===== src/rtl/qsal_pkg.sv =====
// ----------------------------------------------------------------------------
// qsal_pkg
// Shared types, constants and arithmetic helpers for the quintic spline
// arc length core.
// ----------------------------------------------------------------------------
package qsal_pkg;

    localparam int MAX_SAMPLES = 1024;
    localparam int CNT_W       = 11;   // sample count / index width
    localparam int COEF_W      = 48;   // Q16.32 coefficients
    localparam int KNOT_W      = 32;   // Q8.24 knot length
    localparam int SUM_W       = 48;   // Q16.32 running length
    localparam int H_W         = 63;   // Horner accumulator, |h| <= 2^61
    localparam int DVD_W       = 64;   // divider dividend / quotient
    localparam int DVS_W       = 49;   // divider divisor
    localparam int BITS_W      = 7;    // divider step count, up to 64
    localparam int CFG_IDX_W   = 3;

    localparam logic [H_W-1:0]   CLAMP_LIM = H_W'(1) << 61;
    localparam logic [SUM_W-1:0] SUM_MAX   = '1;
    localparam logic [16:0]      T_ONE     = 17'h10000;

    // dividend significant bits for each division
    localparam logic [BITS_W-1:0] XDIV_BITS = 7'd43;
    localparam logic [BITS_W-1:0] TDIV_BITS = 7'd57;
    localparam logic [BITS_W-1:0] FDIV_BITS = 7'd64;
    localparam logic [BITS_W-1:0] PDIV_BITS = 7'd26;

    // configuration register indexes
    typedef enum logic [CFG_IDX_W-1:0] {
        CFG_COEFF_A  = 3'd0,
        CFG_COEFF_B  = 3'd1,
        CFG_COEFF_C  = 3'd2,
        CFG_COEFF_D  = 3'd3,
        CFG_COEFF_E  = 3'd4,
        CFG_KNOT     = 3'd5,
        CFG_SAMPLES  = 3'd6
    } t_cfg_idx;

    // datapath operations
    typedef enum logic [4:0] {
        OP_NONE,
        OP_XMUL,
        OP_XDIV,
        OP_XCAP,
        OP_HMUL,
        OP_HADD,
        OP_SQ,
        OP_SQRT,
        OP_FCAP,
        OP_TMUL,
        OP_TDIV,
        OP_ACC,
        OP_ADV,
        OP_FDIV,
        OP_PDIV,
        OP_OUT
    } t_dp_op;

    typedef struct packed {
        logic   ready;
        t_dp_op op;
    } t_dp_cmd;

    typedef struct packed {
        logic div_busy;
        logic sqrt_busy;
        logic first;
        logic h_last;
        logic found;
        logic last;
        logic out_full;
    } t_dp_sts;

    // coefficient scaled by its derivative weight
    function automatic logic signed [63:0] coef_term(input logic signed [COEF_W-1:0] c,
                                                     input logic [2:0] w);
        logic signed [63:0] e;
        e = 64'(c);
        case (w)
            3'd5:    coef_term = (e <<< 2) + e;
            3'd4:    coef_term = e <<< 2;
            3'd3:    coef_term = (e <<< 1) + e;
            3'd2:    coef_term = e <<< 1;
            default: coef_term = e;
        endcase
    endfunction

    // clamp to +-2^61
    function automatic logic signed [H_W-1:0] clamp_h(input logic signed [63:0] v);
        logic signed [63:0] lim;
        lim = $signed({1'b0, CLAMP_LIM});
        if (v > lim) begin
            clamp_h = $signed(CLAMP_LIM);
        end else if (v < -lim) begin
            clamp_h = -$signed(CLAMP_LIM);
        end else begin
            clamp_h = v[H_W-1:0];
        end
    endfunction

endpackage


===== src/rtl/qsal_ctrl.sv =====
// ----------------------------------------------------------------------------
// qsal_ctrl
// Sequencer: walks each sample through x, Horner, root and trapezoid steps.
// ----------------------------------------------------------------------------
module qsal_ctrl
    import qsal_pkg::*;
(
    input  logic    i_clk,
    input  logic    i_rst_n,
    input  logic    i_in_valid,
    input  t_dp_sts i_sts,
    output t_dp_cmd o_cmd
);

    typedef enum logic [4:0] {
        S_IDLE, S_XMUL, S_XDIV, S_XWAIT, S_XCAP, S_HMUL, S_HADD, S_SQ,
        S_SQRT, S_SWAIT, S_FCAP, S_TMUL, S_TDIV, S_TWAIT, S_ACC, S_CHECK,
        S_FDIV, S_FWAIT, S_PDIV, S_PWAIT, S_DONE
    } t_state;

    t_state  r_state;
    t_dp_cmd r_cmd;

    // state and registered command
    always_ff @(posedge i_clk) begin
        if (!i_rst_n) begin
            r_state     <= S_IDLE;
            r_cmd.ready <= 1'b1;
            r_cmd.op    <= OP_NONE;
        end else begin
            r_cmd.ready <= 1'b0;
            r_cmd.op    <= OP_NONE;
            case (r_state)
                S_IDLE: begin
                    r_cmd.ready <= 1'b1;
                    if (i_in_valid) begin
                        r_cmd.ready <= 1'b0;
                        r_cmd.op    <= OP_XMUL;
                        r_state     <= S_XMUL;
                    end
                end
                S_XMUL: begin
                    r_cmd.op <= OP_XDIV;
                    r_state  <= S_XDIV;
                end
                S_XDIV: r_state <= S_XWAIT;
                S_XWAIT: begin
                    if (!i_sts.div_busy) begin
                        r_cmd.op <= OP_XCAP;
                        r_state  <= S_XCAP;
                    end
                end
                S_XCAP: begin
                    r_cmd.op <= OP_HMUL;
                    r_state  <= S_HMUL;
                end
                S_HMUL: begin
                    r_cmd.op <= OP_HADD;
                    r_state  <= S_HADD;
                end
                S_HADD: begin
                    if (i_sts.h_last) begin
                        r_cmd.op <= OP_SQ;
                        r_state  <= S_SQ;
                    end else begin
                        r_cmd.op <= OP_HMUL;
                        r_state  <= S_HMUL;
                    end
                end
                S_SQ: begin
                    r_cmd.op <= OP_SQRT;
                    r_state  <= S_SQRT;
                end
                S_SQRT: r_state <= S_SWAIT;
                S_SWAIT: begin
                    if (!i_sts.sqrt_busy) begin
                        r_cmd.op <= OP_FCAP;
                        r_state  <= S_FCAP;
                    end
                end
                // sample zero only seeds the previous integrand
                S_FCAP: begin
                    if (i_sts.first) begin
                        r_cmd.op <= OP_XMUL;
                        r_state  <= S_XMUL;
                    end else begin
                        r_cmd.op <= OP_TMUL;
                        r_state  <= S_TMUL;
                    end
                end
                S_TMUL: begin
                    r_cmd.op <= OP_TDIV;
                    r_state  <= S_TDIV;
                end
                S_TDIV: r_state <= S_TWAIT;
                S_TWAIT: begin
                    if (!i_sts.div_busy) begin
                        r_cmd.op <= OP_ACC;
                        r_state  <= S_ACC;
                    end
                end
                S_ACC: begin
                    r_cmd.op <= OP_ADV;
                    r_state  <= S_CHECK;
                end
                S_CHECK: begin
                    if (i_sts.found) begin
                        r_cmd.op <= OP_FDIV;
                        r_state  <= S_FDIV;
                    end else if (i_sts.last) begin
                        r_cmd.op <= OP_OUT;
                        r_state  <= S_DONE;
                    end else begin
                        r_cmd.op <= OP_XMUL;
                        r_state  <= S_XMUL;
                    end
                end
                S_FDIV: r_state <= S_FWAIT;
                S_FWAIT: begin
                    if (!i_sts.div_busy) begin
                        r_cmd.op <= OP_PDIV;
                        r_state  <= S_PDIV;
                    end
                end
                S_PDIV: r_state <= S_PWAIT;
                S_PWAIT: begin
                    if (!i_sts.div_busy) begin
                        r_cmd.op <= OP_OUT;
                        r_state  <= S_DONE;
                    end
                end
                // hold until the output register is free
                S_DONE: begin
                    if (!i_sts.out_full) begin
                        r_cmd.ready <= 1'b1;
                        r_state     <= S_IDLE;
                    end else begin
                        r_cmd.op <= OP_OUT;
                    end
                end
                default: r_state <= S_IDLE;
            endcase
        end
    end

    assign o_cmd = r_cmd;

endmodule


===== config.mk =====
export PLATFORM = sky130hd
export DESIGN_NAME = qsal_ctrl
export DESIGN_NICKNAME = d
export VERILOG_FILES = /design/src/rtl/qsal_pkg.sv /design/src/rtl/qsal_ctrl.sv
export SDC_FILE = /design/constraint.sdc
export NUM_CORES = 1
export LEC_CHECK = 0
export BUFFER_PORTS_ARGS = -buffer_cell sky130_fd_sc_hd__clkbuf_2
export CORE_AREA = 10 10 69 71
export CTS_BUF_LIST = sky130_fd_sc_hd__clkbuf_8
export CTS_CLUSTER_DIAMETER = 200
export DETAILED_ROUTE_END_ITERATION = 10
export DIE_AREA = 0 0 79 81
export PLACE_DENSITY_LB_ADDON = 0.05
export SYNTH_ARGS = -nofsm -noshare
export SYNTH_HDL_FRONTEND = slang
export SYNTH_SLANG_ARGS = --single-unit
export TNS_END_PERCENT = 30

===== constraint.sdc =====
create_clock -name i_clk -period 1.5 [get_ports i_clk]
set_clock_uncertainty 0.2 [all_clocks]
set_input_delay 0.075 -clock i_clk [delete_from_list [all_inputs] [get_ports i_clk]]
set_output_delay 0.075 -clock i_clk [all_outputs]
set_load 0.05 [all_outputs]

## Yosys cells after proc, flatten, opt, wreduce, memory -nomap -nowiden

Cells that the tools add are included.

- Eq/ne operators: 27
- Multiplexer cells: 26
- Reduce and logical (&&, ||, !) cells: 2

Operator list:

| kind | number |
|---|---|
| 5-bit case mux with 21 select lines | 1 |
| 5-bit case mux with 16 select lines | 1 |
| 5-bit two-way mux | 9 |
| 5-bit by 4-bit equality test with 1-bit output, second input constant | 8 |
| 4-bit two-way mux | 9 |
| 5-bit equality test, second input constant | 5 |
| 5-bit by 3-bit equality test with 1-bit output, second input constant | 4 |
| 2-bit inequality test, second input constant | 7 |
| 5-bit by 2-bit equality test with 1-bit output, second input constant | 2 |
| 7-bit AND reduction | 1 |
| 2-bit two-way mux | 3 |
| 6-bit two-way mux | 1 |
| 5-bit by 1-bit equality test with 1-bit output, second input constant | 1 |
| 5-bit zero test | 1 |
| 1-bit case mux with 2 select lines | 1 |
| 1-bit two-way mux | 1 |

- Register bits: 11
- Input bits: 10
- Logic and storage cells: 58

## Logic depth before layout (Yosys ltp)

- Word-level depth: 3
- Depth in mapped cells: 7
- Gate-level depth less buffers: 5

## Worst setup path after synthesis

No wires, ideal clock.

- Kind: reg2reg
- From: reg r_state[3]
- To: reg r_state[1]
- Library setup time: 117 ps
- Arrival: 1277 ps
- Required time: 1183 ps
- Setup slack: -95 ps
- Cell stages (with the launch flop): 7
- Clock period less this slack: 1595 ps
- Path through: dfxtp_1 buf_4 or2_2 mux2i_1 a31o_4 nor3b_2 a32o_1

- Longest elaborated chain between the ends: 3
- Elaborated cells between the ends (all ways): 30
- Those cells by class: eq/ne (27); mux (1); reduce/logical (2)

RTL lines:

| item | line | text |
|---|---|---|
| start, declared | qsal_ctrl.sv:21 | `t_state r_state;` |
| start signal, assigned | qsal_ctrl.sv:27 | `r_state <= S_IDLE;` |
| start signal, assigned | qsal_ctrl.sv:39 | `r_state <= S_XMUL;` |
| start signal, assigned | qsal_ctrl.sv:44 | `r_state <= S_XDIV;` |
| 5-bit by 2-bit equality test with 1-bit output (tied with other cells) | qsal_ctrl.sv:33 | `case (r_state)` |
| 2-bit inequality test (no source line) | n/a |  |
| 7-bit AND reduction (no source line) | n/a |  |

Parallel ways exist; a longest one is shown, timed or not.
A chain may end at the register's enable or synchronous reset.

## Worst setup path after layout

- From: reg r_state[1]
- To: reg r_state[1]

The elaborated chain is that of the path after synthesis.

==> Flow_metrics.wiki <==
{| class="wikitable"
! Metric !! Value
|-
| Outcome || finished, violations left
|-
| Violations in the final reports || setup timing
|-
| Vias in the first global route || 904
|-
| Clock Root Buffer || sky130_fd_sc_hd__clkbuf_8
|-
| Final setup slack of the worst path || -0.106 ns
|-
| Fin area || 0.00132 mm^2
|-
| Endpoints failing setup || 8
|-
| Adder and majority cell fraction of the synthesized area || 0
|-
| FF-to-FF Start || r_state[1]
|-
| Start point of the critical path || r_state[1]
|-
| Row Count || 22
|-
| Non-filler cells, final || 201
|-
| Hold path startpoint || i_sts[2]
|-
| Clock tree from TritonCTS || built
|-
| Level count of the clock H-tree || 1
|-
| DP Wirelength || 2090 um
|-
| Clk_lat worst skew || 0.24 ns
|-
| Total placed instance area || 0.00107 mm^2
|-
| Synthesized area per cell || 7.63 um^2
|-
| Post-Synthesis Cells || 110
|-
| Share of the synthesized area in the top cell type || 0.238
|-
| Count of boundary I/O pins || 16
|-
| Pin count of the biggest net entering global routing || 10
|-
| Fraction of the cycle the final worst path needs || 1.07
|-
| Fin crit period || 1.61 ns
|-
| Flip-flop and latch count after synthesis || 10
|-
| Mux share of post-synthesis cell area || 0.0238
|-
| Number of antenna violations at the first check in global routing || 0
|-
| Count of final max-slew check failures || 0
|-
| Post-synthesis share of cell area spent on and, or, nand and nor gates || 0.359
|-
| Net count after synthesis || 120
|-
| Pre-CTS setup slack || -0.280 ns
|-
| Inst Count DP || 185
|-
| Combinational family with the most area after synthesis || simple AND/OR/NAND/NOR gates
|-
| Critical path arrival || 1.54 ns
|-
| Layout cells sized above 1 || 0.490
|-
| Fmax || 623 MHz
|-
| Die area || 0.00640 mm^2
|-
| Most area-hungry cell type in the Yosys netlist || sky130_fd_sc_hd__dfxtp_1
|-
| Post-synthesis cell type count || 40
|-
| Worst reg2reg path depth || 5
|-
| Count of nets left with antenna violations after detail routing || 0
|-
| Proportion of synthesized chip area in sequential cells || 0.238
|-
| Total number of yosys warnings || 0
|-
| N_diodes || 0
|-
| Worst-path clk slew || 0.05 ns
|-
| Starting density of the core || 0.238
|-
| Startpoint kind of the worst setup timing path || flop
|-
| Mean number of vias per cell || 4.66
|-
| Crit Path Max Fanout || 5
|-
| Clock sinks || 10
|-
| Endpoint class of the critical path || flop
|-
| RSZ-0062 raised after global routing || true
|-
| Max-capacitance violation count || 0
|-
| Total routing usage reported by global routing || 0.0860
|-
| Final Hold Fails || 0
|-
| Core region area || 0.00352 mm^2
|-
| Area Growth Syn to Fin || 57.4%
|-
| Violation count after the first detailed-route iteration || 40
|-
| Number of buffers between clock root and the deepest sink || 2
|-
| Final wirelength || 2690 um
|-
| Net total in the final layout || 164
|-
| Global route total overflow || 0
|-
| Number of remaining DRC errors || 0
|-
| Mapped cell area || 840 um^2
|-
| Share of the synthesized area in compound gates (AO/OA/AOI/OAI) || 0.256
|-
| Overall die width || 79 um
|-
| Worst path required time || 1.43 ns
|-
| Die Y-Extent || 81 um
|-
| Synthesized-area fraction occupied by xor and xnor cells || 0.0104
|-
| Power Density || 652 mW/mm^2
|-
| First-pass GRT wire length || 4350 um
|-
| Count of TritonRoute iterations in the first routing pass || 4
|-
| Leakage power of the design || 0.574 nW
|-
| Number of buffers added by the clock tree synthesis step || 3
|-
| Via Count || 937
|-
| Largest cells by area after synthesis || sky130_fd_sc_hd__dfxtp_1, sky130_fd_sc_hd__a21oi_1, sky130_fd_sc_hd__nand2_1
|-
| Type of the setup path with the least slack || flop to flop
|-
| Worst VDD drop || 397 uV
|-
| Hold Path Class || input pin to flop
|-
| Weighted congestion reported at the end of routability-driven placement || 0.795
|-
| Routed len/inst || 13.4 um
|-
| Hold-critical path depth || 4
|-
| IO Port Bufs || 14
|}
cells in the mapped netlist:
cell type                  count
sky130_fd_sc_hd__o21ai_0       7
sky130_fd_sc_hd__o22ai_1       1
sky130_fd_sc_hd__a21bo_2       1
sky130_fd_sc_hd__a21oi_1      15
sky130_fd_sc_hd__o41ai_1       1
sky130_fd_sc_hd__a31o_4        1
sky130_fd_sc_hd__o31ai_1       1
sky130_fd_sc_hd__buf_4         5
sky130_fd_sc_hd__nand3_1       4
sky130_fd_sc_hd__xor2_1        1
sky130_fd_sc_hd__nor2b_1       2
sky130_fd_sc_hd__nor4b_4       1
sky130_fd_sc_hd__o211ai_1      1
sky130_fd_sc_hd__a32o_1        1
sky130_fd_sc_hd__conb_1        1
sky130_fd_sc_hd__buf_6         2
sky130_fd_sc_hd__dfxtp_1      10
sky130_fd_sc_hd__nor2_1        4
sky130_fd_sc_hd__and3_4        1
sky130_fd_sc_hd__inv_1         2
sky130_fd_sc_hd__nor4_1        1
sky130_fd_sc_hd__nor3b_1       3
sky130_fd_sc_hd__nor2_4        1
sky130_fd_sc_hd__nor3b_2       1
sky130_fd_sc_hd__or3b_2        1
sky130_fd_sc_hd__a21boi_1      1
sky130_fd_sc_hd__clkbuf_1      2
sky130_fd_sc_hd__nand2_1      12
sky130_fd_sc_hd__a31oi_1       1
sky130_fd_sc_hd__a21boi_0      1
sky130_fd_sc_hd__buf_2         3
sky130_fd_sc_hd__nand4_1       2
sky130_fd_sc_hd__nand2b_1      5
sky130_fd_sc_hd__o21a_1        1
sky130_fd_sc_hd__nor3_1        3
sky130_fd_sc_hd__or2_2         1
sky130_fd_sc_hd__and3b_1       2
sky130_fd_sc_hd__nand3b_1      4
sky130_fd_sc_hd__mux2i_1       2
sky130_fd_sc_hd__a311oi_1      1
sequential cells by signal, indices dropped and copies added, names as in the netlist:
| name | count |
|---|---|
| o_cmd | 5 |
| r_state | 5 |
stage by stage:
stage                     power [mW]  hold slack [ns]   util  TNS (ns)
after global placement         0.484            0.121  0.305     -1.90
after detailed placement       0.479            0.123  0.305     -1.50
final                          0.862          0.00977  0.375    -0.465
after CTS                      0.866          0.00591  0.368    -0.526
after global routing           0.902           0.0341  0.375     -1.13
after floorplan                0.422          0.00404      -    -0.173
worst max-delay path: stages, from the launching register on:
cell and delay [ns]:
sky130_fd_sc_hd__dfxtp_4 0.38, sky130_fd_sc_hd__nor4b_4 0.30, sky130_fd_sc_hd__and3_4 0.24, sky130_fd_sc_hd__a31o_4 0.12
sky130_fd_sc_hd__nor3b_4 0.05, sky130_fd_sc_hd__a32o_1 0.20
routing by layer:
| metal | vias to the layer above | share of wire | track usage |
|---|---|---|---|
| met3 | 2 | 0.046 | 0.0298 |
| met1 | 435 | 0.44 | 0.101 |
| li1 | 480 | - | - |
| met5 | - | 0 | 0 |
| met4 | 0 | 0.0093 | 0.0287 |
| met2 | 20 | 0.50 | 0.144 |
kinds of logic (layout without fill, tap and decap cells):
family | Yosys count | after routing
and+or+nand+nor | 48 | 48
AOI/OAI and AO/OA | 34 | 34
buffers and inverters | 14 | 57
DFF | 10 | 10
muxes | 2 | 2
other | 1 | 1
xor gates and xnor gates | 1 | 1
layout make-up:
class                      instances  area [um^2]
fill                             403         2200
multi-input combinational         86          604
timing repair buffer              51          375
sequential                        10          219
tap                               48         60.1
clock buffer                       4         55.1
inverter                           2         7.51
worst paths after layout:
check	slack [ns]	end
worst max-delay path	-0.11	r_state[1]
worst min-delay path	0.01	r_state[0]
worst max register to register	-0.11	r_state[1]
worst min register to register	0.46	r_state[0]
placed cells by master, fill, tap and decap left out, types with 2 or more instances in the layout:
cell / n
sky130_fd_sc_hd__a21oi_1: 14
sky130_fd_sc_hd__and3b_1: 2
sky130_fd_sc_hd__buf_4: 30
sky130_fd_sc_hd__buf_6: 4
sky130_fd_sc_hd__clkbuf_2: 14
sky130_fd_sc_hd__clkbuf_8: 4
sky130_fd_sc_hd__dfxtp_1: 5
sky130_fd_sc_hd__dfxtp_4: 5
sky130_fd_sc_hd__dlygate4sd3_1: 2
sky130_fd_sc_hd__inv_1: 2
sky130_fd_sc_hd__mux2i_1: 2
sky130_fd_sc_hd__nand2_1: 12
sky130_fd_sc_hd__nand2b_1: 5
sky130_fd_sc_hd__nand3_1: 4
sky130_fd_sc_hd__nand3b_1: 4
sky130_fd_sc_hd__nand4_1: 2
sky130_fd_sc_hd__nor2_1: 3
sky130_fd_sc_hd__nor2b_1: 2
sky130_fd_sc_hd__nor3_2: 2
sky130_fd_sc_hd__nor3b_2: 2
sky130_fd_sc_hd__o21ai_0: 5
sky130_fd_sc_hd__o21ai_1: 2
repair_timing:
| action | in CTS | in global routing |
|---|---|---|
| hold buffers | 2 | 0 |
| setup endpoints to repair | 9 | 8 |
| pin swaps | 11 | 4 |
| endpoints found under the hold margin | 2 | 0 |
| setup buffers | 9 | 1 |
| resized for setup | 25 | 4 |
| gates cloned | 0 | 0 |
power by group:
part / total, mW / switching [mW] / internal, mW
combinational: 0.226 / 0.120 / 0.107
clock: 0.350 / 0.118 / 0.232
sequential: 0.286 / 0.0127 / 0.273
Power figures use the tool's default switching activity.
